### config.mk
export PLATFORM = sky130hd
export DESIGN_NAME = histogram_shannon_entropy
export DESIGN_NICKNAME = d
export VERILOG_FILES = /design/src/rtl/hse_pkg.sv /design/src/rtl/hse_ln.sv /design/src/rtl/hse_front.sv /design/src/rtl/hse_back.sv /design/src/rtl/histogram_shannon_entropy.sv
export SDC_FILE = /design/constraint.sdc
export NUM_CORES = 2
export LEC_CHECK = 0
export BUFFER_PORTS_ARGS = -buffer_cell sky130_fd_sc_hd__buf_2
export CAP_MARGIN = 20
export CORE_MARGIN = 2
export CORE_UTILIZATION = 35
export CTS_CLUSTER_SIZE = 24
export DETAILED_ROUTE_END_ITERATION = 12
export PLACE_DENSITY = 0.46
export SKIP_LAST_GASP = 1
export SLEW_MARGIN = 0
export SYNTH_ARGS = -nofsm -noshare
export SYNTH_HDL_FRONTEND = slang
export SYNTH_HIERARCHICAL = 1
export SYNTH_SLANG_ARGS = --single-unit
### constraint.sdc
create_clock -name clk -period 26.4 [get_ports clk]
set_input_delay 5.28 -clock clk [delete_from_list [all_inputs] [get_ports clk]]
set_output_delay 5.28 -clock clk [all_outputs]
set_load 0.01 [all_outputs]
### src/rtl/hse_pkg.sv
// Package for the histogram entropy block: payload types, log table, state types.
// No dependencies.
package hse_pkg;

  localparam int CNT_W = 40;
  localparam int XLX_W = 62;
  localparam int OUT_W = 20;
  localparam int LN_W  = 24;
  localparam logic [31:0] LN2_Q32 = 32'd2977044472;
  localparam logic [CNT_W-1:0] CNT_MAX = {CNT_W{1'b1}};
  localparam logic [XLX_W-1:0] XLX_MAX = {XLX_W{1'b1}};

  typedef struct packed {
    logic [23:0] bin_count;
    logic        is_last;
  } in_item_t;

  typedef struct packed {
    logic [19:0] entropy_nats;
    logic        empty_histogram;
  } out_item_t;

  typedef enum logic [2:0] {
    ST_ACC, ST_LNTOT, ST_DIV, ST_FIN, ST_OUT
  } back_state_t;

  function automatic logic [15:0] lntab(input logic [4:0] k);
    case (k)
      5'd0:  lntab = 16'd0;
      5'd1:  lntab = 16'd3973;
      5'd2:  lntab = 16'd7719;
      5'd3:  lntab = 16'd11262;
      5'd4:  lntab = 16'd14624;
      5'd5:  lntab = 16'd17821;
      5'd6:  lntab = 16'd20870;
      5'd7:  lntab = 16'd23783;
      5'd8:  lntab = 16'd26573;
      5'd9:  lntab = 16'd29248;
      5'd10: lntab = 16'd31818;
      5'd11: lntab = 16'd34292;
      5'd12: lntab = 16'd36675;
      5'd13: lntab = 16'd38975;
      5'd14: lntab = 16'd41196;
      5'd15: lntab = 16'd43345;
      5'd16: lntab = 16'd45426;
      default: lntab = 16'd0;
    endcase
  endfunction

endpackage

### src/rtl/hse_ln.sv
// Two-stage fixed-point natural log in Q16 for a 40-bit argument.
// Depends on hse_pkg.
module hse_ln (
  input  logic                   clk,
  input  logic                   go,
  input  logic [hse_pkg::CNT_W-1:0] n,
  output logic [hse_pkg::LN_W-1:0]  ln
);
  import hse_pkg::*;

  logic [5:0]  e;
  logic [15:0] f;
  logic [5:0]  e_q;
  logic [15:0] f_q;
  logic        nz_q;
  logic [CNT_W+15:0] wide;
  logic [15:0] lo, hi;
  logic [27:0] prod;
  logic [37:0] ep;
  logic [16:0] frac;

  always_comb begin
    e = '0;
    for (int b = 0; b < CNT_W; b++) begin
      if (n[b]) e = 6'(b);
    end
    wide = {n, 16'd0} >> e;
    f = wide[15:0];
  end

  always_ff @(posedge clk) begin
    if (go) begin
      e_q  <= e;
      f_q  <= f;
      nz_q <= (n != '0);
    end
  end

  always_comb begin
    lo   = lntab({1'b0, f_q[15:12]});
    hi   = lntab({1'b0, f_q[15:12]} + 5'd1);
    prod = 28'(hi - lo) * 28'(f_q[11:0]) + 28'd2048;
    frac = 17'(lo) + 17'(prod[27:12]);
    ep   = 38'(e_q) * 38'(LN2_Q32) + 38'd32768;
    ln   = nz_q ? (LN_W'(ep[37:16]) + LN_W'(frac)) : '0;
  end
endmodule

### src/rtl/hse_front.sv
// Front end: input transfer, two-entry queue of bins toward the back end.
// Depends on hse_pkg.
module hse_front #(
  parameter int COUNT_BITS = 24
) (
  input  logic              clk,
  input  logic              rst,
  input  hse_pkg::in_item_t in_item,
  input  logic              in_valid,
  output logic              in_ready,
  output hse_pkg::in_item_t q_item,
  output logic              q_valid,
  input  logic              q_take
);
  import hse_pkg::*;

  in_item_t  mem [2];
  logic      wp, rp;
  logic [1:0] cnt;
  in_item_t  masked;

  assign in_ready = (cnt != 2'd2);
  assign q_valid  = (cnt != 2'd0);
  assign q_item   = mem[rp];

  always_comb begin
    masked = in_item;
    masked.bin_count = in_item.bin_count & 24'((64'd1 << COUNT_BITS) - 64'd1);
  end

  always_ff @(posedge clk) begin
    if (rst) begin
      wp <= 1'b0; rp <= 1'b0; cnt <= '0;
    end else begin
      if (in_valid && in_ready) wp <= ~wp;
      if (q_take && q_valid) rp <= ~rp;
      cnt <= cnt + 2'(in_valid && in_ready) - 2'(q_take && q_valid);
    end
  end

  always_ff @(posedge clk) begin
    if (in_valid && in_ready) mem[wp] <= masked;
  end

  assert property (@(posedge clk) disable iff (rst) cnt <= 2'd2)
    else $error("queue overfilled");
  assert property (@(posedge clk) disable iff (rst) (cnt == 2'd2) |-> !in_ready)
    else $error("ready while full");
  assert property (@(posedge clk) disable iff (rst) (cnt == 2'd0) |-> !q_valid)
    else $error("queue valid while empty");
endmodule

### src/rtl/hse_back.sv
// Back end: accumulates n*ln(n), then a serial divider forms the entropy.
// Depends on hse_pkg and hse_ln.
module hse_back #(
  parameter int FRAC_BITS = 16
) (
  input  logic               clk,
  input  logic               rst,
  input  hse_pkg::in_item_t  q_item,
  input  logic               q_valid,
  output logic               q_take,
  output hse_pkg::out_item_t out_item,
  output logic               out_valid,
  input  logic               out_ready
);
  import hse_pkg::*;

  back_state_t state, state_next;
  logic [CNT_W-1:0] count_total;
  logic [XLX_W-1:0] xlogx_total;
  logic [CNT_W-1:0] ln_arg;
  logic [LN_W-1:0]  ln;
  logic             phase;
  logic             last_q;
  logic [23:0]      n_q;
  logic [LN_W-1:0]  lt;
  logic [XLX_W:0]   num;
  logic [XLX_W:0]   quo;
  logic [CNT_W:0]   rem;
  logic [6:0]       bitc;
  logic [CNT_W:0]   rem_sh;
  logic [CNT_W:0]   cnt_sum;
  logic [XLX_W:0]   xsum;
  logic [47:0]      t;
  logic             go;
  logic [LN_W-1:0]  h;
  logic [OUT_W-1:0] hout;
  logic [LN_W+8:0]  hsh;

  localparam int SH = (FRAC_BITS >= 16) ? FRAC_BITS - 16 : 16 - FRAC_BITS;

  hse_ln u_ln (.clk(clk), .go(go), .n(ln_arg), .ln(ln));

  // Item log uses the queued bin; the total log uses the finished sum.
  assign ln_arg  = (state == ST_ACC) ? CNT_W'(q_item.bin_count) : count_total;
  assign go      = (state == ST_ACC && !phase) || (state == ST_LNTOT && !phase);
  assign q_take  = (state == ST_ACC) && q_valid && !phase;
  assign t       = 48'(n_q) * 48'(ln);
  assign cnt_sum = {1'b0, count_total} + (CNT_W+1)'(n_q);
  assign xsum    = {1'b0, xlogx_total} + (XLX_W+1)'(t);
  assign rem_sh  = {rem[CNT_W-1:0], num[XLX_W]};

  always_comb begin
    h = (quo > (XLX_W+1)'(lt)) ? '0 : lt - quo[LN_W-1:0];
    if (FRAC_BITS >= 16) hsh = (LN_W+9)'(h) << SH;
    else hsh = ((LN_W+9)'(h) + ((LN_W+9)'(1) << SH >> 1)) >> SH;
    hout = (hsh > (LN_W+9)'({OUT_W{1'b1}})) ? {OUT_W{1'b1}} : hsh[OUT_W-1:0];
  end

  always_comb begin
    state_next = state;
    case (state)
      ST_ACC:   if (phase && last_q) state_next = ST_LNTOT;
      ST_LNTOT: if (phase) state_next = (count_total == '0) ? ST_OUT : ST_DIV;
      ST_DIV:   if (bitc == 7'd0) state_next = ST_FIN;
      ST_FIN:   state_next = ST_OUT;
      ST_OUT:   if (out_ready) state_next = ST_ACC;
      default:  state_next = ST_ACC;
    endcase
  end

  always_comb begin
    out_valid = (state == ST_OUT);
  end

  always_ff @(posedge clk) begin
    if (rst) begin
      state <= ST_ACC; phase <= 1'b0;
      count_total <= '0; xlogx_total <= '0;
    end else begin
      state <= state_next;
      case (state)
        ST_ACC: begin
          if (q_take) begin
            phase <= 1'b1; n_q <= q_item.bin_count; last_q <= q_item.is_last;
          end else if (phase) begin
            phase <= 1'b0;
            count_total <= cnt_sum[CNT_W] ? CNT_MAX : cnt_sum[CNT_W-1:0];
            xlogx_total <= xsum[XLX_W] ? XLX_MAX : xsum[XLX_W-1:0];
          end
        end
        ST_LNTOT: begin
          phase <= ~phase;
          if (phase) begin
            lt   <= ln;
            num  <= {1'b0, xlogx_total} + (XLX_W+1)'(count_total >> 1);
            rem  <= '0;
            bitc <= 7'(XLX_W + 1);
            out_item.entropy_nats    <= '0;
            out_item.empty_histogram <= (count_total == '0);
          end
        end
        ST_DIV: begin
          // Restoring division, one quotient bit per cycle.
          if (bitc != 7'd0) begin
            if (rem_sh >= {1'b0, count_total}) begin
              rem <= rem_sh - {1'b0, count_total};
              quo <= {quo[XLX_W-1:0], 1'b1};
            end else begin
              rem <= rem_sh;
              quo <= {quo[XLX_W-1:0], 1'b0};
            end
            num  <= num << 1;
            bitc <= bitc - 7'd1;
          end
        end
        ST_FIN: out_item.entropy_nats <= hout;
        ST_OUT: if (out_ready) begin
          count_total <= '0; xlogx_total <= '0;
        end
        default: ;
      endcase
    end
  end

  assert property (@(posedge clk) disable iff (rst) out_valid |-> !q_take)
    else $error("bin taken during result transfer");
  assert property (@(posedge clk) disable iff (rst)
      (out_valid && !out_ready) |=> out_valid)
    else $error("result dropped");
  assert property (@(posedge clk) disable iff (rst)
      (state == ST_DIV) |-> (count_total != '0))
    else $error("divide by zero total");
endmodule

### src/rtl/histogram_shannon_entropy.sv
// Top level of the streaming histogram entropy block.
// Depends on hse_pkg, hse_front, hse_back.
// Bins arrive one per transfer; each nonzero bin adds n and n*ln(n) to running
// sums. A bin passes through the two-stage log unit before the back end takes
// the next one, and a two-entry queue lets the input side keep moving. On the
// last bin the block takes the log of the total, runs a restoring divider one
// bit per cycle (63 quotient bits), rounds, and presents ln(total) - sum/total
// with FRAC_BITS fraction bits. An all-zero histogram skips the divider and
// gives zero with the empty flag set. The back end takes no further bins until
// the result transfer completes.
module histogram_shannon_entropy #(
  parameter int COUNT_BITS = 24,
  parameter int FRAC_BITS  = 16
) (
  input  logic               clk,
  input  logic               rst,
  input  hse_pkg::in_item_t  in_item,
  input  logic               in_valid,
  output logic               in_ready,
  output hse_pkg::out_item_t out_item,
  output logic               out_valid,
  input  logic               out_ready
);
  import hse_pkg::*;

  in_item_t q_item;
  logic     q_valid, q_take;

  hse_front #(.COUNT_BITS(COUNT_BITS)) u_front (
    .clk(clk), .rst(rst), .in_item(in_item), .in_valid(in_valid),
    .in_ready(in_ready), .q_item(q_item), .q_valid(q_valid), .q_take(q_take)
  );

  hse_back #(.FRAC_BITS(FRAC_BITS)) u_back (
    .clk(clk), .rst(rst), .q_item(q_item), .q_valid(q_valid), .q_take(q_take),
    .out_item(out_item), .out_valid(out_valid), .out_ready(out_ready)
  );
endmodule
== Yosys cells after proc, flatten, opt, wreduce, memory -nomap -nowiden ==
Memories as Yosys holds them, arrays and structs flattened. A register that Yosys moved wholly into a read port is not among the register bits.
Cells that the tools add are included.

* $lt $le $gt $ge: 3
* Div/mod/pow operators: 0
* Equal/unequal tests: 12
* Add/sub/neg operators: 14
* Bitwise gates (word level): 4
* Reductions and logical operators: 26
* $mul: 3
* Multiplexer cells: 79
* Shift operators: 1

{| class="wikitable"
|+ Operators with widths
! operator !! number
|-
| $mux 40 || 8
|-
| $mux 62 || 4
|-
| $mux 6 || 38
|-
| $pmux 40 s2 || 2
|-
| $mux 63 || 2
|-
| $pmux 63 s2 || 1
|-
| $pmux 62 s2 || 1
|-
| $add 62x39->63 || 1
|-
| $add 62x48->63 || 1
|-
| $gt 63x24->1 || 1
|-
| $shr 56x6->16 || 1
|-
| $mul 24x23->47 || 1
|-
| $add 40x24->41 || 1
|-
| $ge 41x40->1 || 1
|-
| $logic_not 40->1 || 1
|-
| $pmux 20 s2 || 1
|-
| $reduce_bool 40->1 || 1
|-
| $sub 40x40->40 || 1
|-
| $add 38x16->38 const B || 1
|-
| $mul 6x29->35 const B || 1
|-
| $add 28x12->28 const B || 1
|-
| $mul 17x13->28 || 1
|-
| $gt 24x20->1 const B || 1
|-
| $mux 24 || 1
|-
| 33 further kinds || 69
|}

* Bits in latches: 0
* Memories: 3
* Output and inout port bits: 23
* Bits of input ports: 29
* Register bits: 376
* Memory bits (writable): 50
* Memory bits (read-only): 768
* Word-level logic and storage cells: 164

{| class="wikitable"
|+ Memories
! memory !! depth !! width !! read ports !! clocked after memory_dff !! wr ports !! line !! source
|-
| (no name shown) || 32 || 16 || 1 || 0 || 0 || hse_pkg.sv:28 || <nowiki>case (k)</nowiki>
|-
| (no name shown) || 16 || 16 || 1 || 1 || 0 || hse_pkg.sv:28 ||
|-
| u_front.mem || 2 || 25 || 1 || 1 || 1 || hse_front.sv:17 || <nowiki>in_item_t mem [2];</nowiki>
|}

== Depth between registers and ports, before layout ==
* Depth after elaboration: 43
* Depth in mapped cells: 82
* Mapped depth without buffers: 79

== By module ==
The synthesis kept the hierarchy.

{| class="wikitable"
|+ By module, submodules not included
! module !! times used !! area an instance (sq um) !! sequential area each (sq um) !! cells an instance
|-
| hse_back || 1 || 41624.9 || 9419.0 || 4641
|-
| hse_ln || 1 || 17005.1 || 1011.0 || 2078
|-
| hse_front || 1 || 2129.5 || 1601.5 || 102
|}

== Worst setup path before layout ==
No wires, ideal clock.

* Path type: flip-flop to flip-flop
* Start point: register u_back.u_ln.f_q[13]
* End point: register u_back.xlogx_total[47]
* Setup slack: 8.090 ns
* Arrival: 18.183 ns
* Stages on the path, launching flop included: 74
* Library setup time: 0.127 ns
* Clock period less this slack: 18.310 ns
* Path buffers: 6
* Required time: 26.273 ns
* Cells stage by stage: edfxtp_1 -> clkbuf_1 -> inv_1 -> nor2_1 -> xnor2_1 -> clkbuf_1 -> clkbuf_1 -> a21oi_1 -> o22ai_1 -> ha_1 -> nor2b_1 -> o21ai_0 -> a21boi_0 -> o21a_1 -> o21a_1 -> o21ai_0 -> a21boi_0 -> o21ai_0 -> [38 not listed] -> fa_1 -> fa_1 -> fa_1 -> fa_1 -> inv_1 -> fa_1 -> inv_1 -> ha_1 -> and3_1 -> nand2_1 -> a2111oi_2 -> o21ai_1 -> a31oi_1 -> a31oi_1 -> o41ai_1 -> xor2_1 -> o21ai_0 -> o21ai_0

* Cells in the longest elaborated chain, start to end: 14

{| class="wikitable"
|+ RTL lines
! element !! line !! source
|-
| from (decl) || hse_ln.sv:14 || <nowiki>logic [15:0] f_q;</nowiki>
|-
| from (signal assigned) || hse_ln.sv:34 || <nowiki>f_q <= f;</nowiki>
|-
| $add 4x1->5 || hse_ln.sv:41 || <nowiki>hi = lntab({1'b0, f_q[15:12]} + 5'd1);</nowiki>
|-
| $mem_v2 32x16 || -- ||
|-
| $sub 16x16->17 || hse_ln.sv:42 || <nowiki>prod = 28'(hi - lo) * 28'(f_q[11:0]) + 28'd2048;</nowiki>
|-
| $mul 17x13->28 || hse_ln.sv:42 ||
|-
| $add 28x12->28 || hse_ln.sv:42 ||
|-
| $add 16x16->17 || hse_ln.sv:43 || <nowiki>frac = 17'(lo) + 17'(prod[27:12]);</nowiki>
|-
| $add 22x17->23 || hse_ln.sv:45 || <nowiki>ln = nz_q ? (LN_W'(ep[37:16]) + LN_W'(frac)) : '0;</nowiki>
|-
| $mux 23 || hse_ln.sv:45 ||
|-
| via u_back.ln[21] || hse_back.sv:21 || <nowiki>logic [LN_W-1:0] ln;</nowiki>
|-
| $mul 24x23->47 || hse_back.sv:47 || <nowiki>assign t = 48'(n_q) * 48'(ln);</nowiki>
|-
| $add 62x48->63 || hse_back.sv:49 || <nowiki>assign xsum = {1'b0, xlogx_total} + (XLX_W+1)'(t);</nowiki>
|-
| $mux 62 || hse_back.sv:88 || <nowiki>xlogx_total <= xsum[XLX_W] ? XLX_MAX : xsum[XLX_W-1:0];</nowiki>
|-
| $mux 62 || hse_back.sv:85 || <nowiki>end else if (phase) begin</nowiki>
|-
| $mux 62 || hse_back.sv:83 || <nowiki>if (q_take) begin</nowiki>
|-
| $pmux 62 s2 || hse_back.sv:81 || <nowiki>case (state)</nowiki>
|-
| to (signal assigned) || hse_back.sv:88 ||
|-
| to (decl) || hse_back.sv:19 || <nowiki>logic [XLX_W-1:0] xlogx_total;</nowiki>
|}

The timed path passes the listed nets, and every way through them passes these cells. The select of a mux whose other input is x is not followed.
A chain may end at the register's enable or synchronous reset.

== Worst setup path after layout ==
* Start point: register u_back.u_ln.f_q[13]
* End point: register u_back.xlogx_total[3]

Same word-level chain as after synthesis.

==> summary.txt <==
STA
  – Rel. slew slack: approximately 23%
  – RSZ-0062 raised after global routing: no
  – Setup WS post-layout: about 5500 ps
  – Slew @ Worst Pin: around 1100 ps
  – Final Hold Viols: 0
  – Slew Viols, Final: 0
  – Setup TNS: 0 ps
  – Period utilisation layout: just under 80%
  – Fmax: 0.04780 GHz
  – Minimum clock period: approximately 21000 ps
  – Final setup viols: 0
  – Skew final: just over 70 ps

Clock tree
  – Root Buffer: clkbuf_16
  – Post-CTS setup repair buffer count: 0
  – Post-CTS sizing: 0
  – CTS tree: yes
  – Worst-skew pair later-pin latency: roughly 700 ps
  – H-tree depth: 2
  – CTS Sinks: 443
  – Clk buf depth: 3
  – Hold_buf cts: 0
  – CTS buffer count: 55
  – Worst-path clk slew: approximately 60 ps

Synth
  – Seq/Total Area, Yosys: between 10% and 20%
  – Post-synthesis net count: about 8.1k
  – Post-synth EDFFs: between 300 and 400
  – Post-synth top flop: edfxtp_1
  – Yosys reg bits: between 400 and 500
  – Yosys cell types: between 100 and 150
  – Synthesis warning total: 6
  – Cells after synthesis: approximately 7k
  – Syn Std Cell Area: 60760 sq um
  – Ys async rst share: 0%
  – Syn Area/Cell: 8.908 sq um

Drt
  – Drt total wl: 184700 um
  – Initial drt markers: between 3k and 4k
  – Routed Antenna Nets: 0
  – Vias per cell: a little over 5
  – TritonRoute pass-1 iters: 5
  – Drt wl/cell: roughly 20 um
  – DRC: 0
  – Vias post-DR: between 40k and 50k

GRT
  – First-pass GRT wire length: around 290000 um
  – Aggregate global routing overflow: 0
  – Vias in the first global route: around 48k
  – Overall Global Routing Usage: 21.15%
  – Pin count of the biggest net entering global routing: between 60 and 70
  – Initial antenna violation count: 6

Finish
  – Share of cells above drive strength 1: 5.426%
  – Area grow syn2layout: 7.862%
  – Fin util: 38.08%
  – Final net count: just over 8k
  – Fin cells: between 9k and 10k
  – Number of fillers in the final layout: ~18k

Placed design
  – Placed insts: approximately 9.0k
  – Buffers on Ports: between 50 and 60
  – Dpl ws: around 5500 ps
  – DP HPWL: 144200 um
  – Routability congestion estimate: around 0.89

Outcome
  – Status: completed

Floorplanning
  – Initial Utilization: a little over a third
  – Core Footprint: roughly 170000 sq um
  – Die H: about 420 um
  – DIE WIDTH: around 420 um
  – DIE AREA: approximately 180000 sq um
  – Num rows: 152
  – # IOs: 52

Setup path
  – Most Frequent Cell on Critical Path: fa_1
  – Worst Path Required: 26880 ps
  – Worst Path Max Fanout: 55
  – CP peak stage delay: a little over 700 ps
  – Startpoint Class: register
  – Critical path capture point type: register
  – Critical path's slowest cell: ha_1
  – CP arrival: 21400 ps
  – WS Path Type: register to register

Flow run
  – Max cap viols: 0

Worst hold path
  – Min-Delay Path Class: register to register
## metrics by stage
step	hold slack (ps)	cell area [sq um]
global route	450.6	65530
floorplan	416.9	60760
CTS	446.1	65500
detailed placement	431.4	63640
global placement	424.7	63640
finish	442.4	65540
## cell usage in the layout (no fill, tap or decap), types with 27 or more instances in the layout
master / instances
a21o_1: 113
o21a_1: 49
xnor2_1: 175
ha_1: 526
a31oi_1: 58
nand2b_1: 38
and2_1: 390
nand2_1: 773
nand3_1: 115
inv_1: 1081
a211oi_1: 35
nor4_1: 44
nand4_1: 38
xor2_1: 99
and3_1: 53
buf_2: 52
nor2b_1: 39
fa_1: 756
nor2_1: 347
clkbuf_16: 58
a21oi_1: 378
nor3_1: 72
mux2i_1: 107
o211ai_1: 27
o21bai_1: 36
edfxtp_1: 316
dfxtp_1: 127
o21ai_0: 317
buf_4: 116
## worst max-delay path: cells and delay by family, from the launching register on
| family | cells | cell delay [ps] |
|---|---|---|
| compound gates | 32 | 7670 |
| xor+xnor | 1 | 160 |
| fa+ha+maj | 20 | 9360 |
| buf+inv | 8 | 1240 |
| flops | 1 | 630 |
| simple gates | 10 | 1510 |
## final timing paths
check | startpoint | to | slack [ps] | cells after the start
worst min-delay path | u_back/quo[25] | u_back/quo[26] | 440 | 0
worst max register to register | u_back/u_ln/f_q[13] | u_back/xlogx_total[3] | 5480 | 71
worst max-delay path | u_back/u_ln/f_q[13] | u_back/xlogx_total[3] | 5480 | 71
worst min register to register | u_back/quo[25] | u_back/quo[26] | 440 | 0
## layout make-up
cell class | instances | area (sq um) | share of cell area, %
inverter | 1083 | 4065 | 6.203
sequential | 443 | 12030 | 18.36
timing repair buffer | 170 | 1156 | 1.764
clock buffer | 70 | 1536 | 2.344
antenna | 3 | 7.507 | 0.01145
tap | 2310 | 2890 | 4.410
multi-input combinational | 4982 | 43530 | 66.43
clock inverter | 34 | 316.6 | 0.4830
## cells by family (layout without fill, tap and decap cells)
family                   Yosys count  after routing  synth area share [%]
AO/OA/AOI/OAI                   1247           1247                 12.90
XOR/XNOR                         275            275                 3.976
adder cells (fa/ha/maj)         1284           1284                 35.77
buffers and inverters           1396           1357                 8.729
flip-flops                       443            443                 19.80
multiplexers                     147            147                 2.652
other                              1              4              0.006172
AND/OR/NAND/NOR                 2028           2028                 16.16
## Yosys cell counts (all sizes together), types with 23 or more instances
cell / n / share of area [%]
a211oi: 37 / 0.47
a21o: 113 / 1.4
a21oi: 380 / 3.1
a31oi: 58 / 0.60
and2: 392 / 4.0
and3: 53 / 0.55
buf: 41 / 0.36
clkbuf: 272 / 1.7
dfxtp: 127 / 4.2
edfxtp: 316 / 16
fa: 756 / 25
ha: 526 / 11
inv: 1083 / 6.7
mux2: 39 / 0.85
mux2i: 108 / 1.8
nand2: 774 / 4.8
nand2b: 39 / 0.41
nand3: 115 / 0.95
nand4: 39 / 0.43
nor2: 353 / 2.2
nor2b: 41 / 0.42
nor3: 76 / 0.65
nor4: 44 / 0.45
o211ai: 27 / 0.33
o21a: 50 / 0.62
o21ai: 333 / 2.7
o21bai: 36 / 0.44
or3: 23 / 0.24
xnor2: 175 / 2.5
xor2: 100 / 1.5
## flip-flops by register name (all words and copies together) (netlist names), 2 cells and up, named ones only
register,cells
u_back/bitc,7
u_back/count_total,40
u_back/lt,24
u_back/n_q,24
u_back/num,63
u_back/out_item,21
u_back/quo,63
u_back/rem,40
u_back/state,3
u_back/u_ln/e_q,6
u_back/u_ln/f_q,16
u_back/u_ln/lo,16
u_back/xlogx_total,62
u_front/cnt,2
u_front/mem,50
## routing by layer
layer / wire [um] / up-vias / global-route usage, %
met5: 0 / - / 0
met4: 3038 / 0 / 3.615
met3: 7015 / 172 / 1.585
met2: 83650 / 950 / 33.96
met1: 90960 / 23710 / 31.39
li1: - / 22300 / -
Power is not shown: default switching activity piles up to over one toggle a cycle in this logic, so the estimate is an artifact.
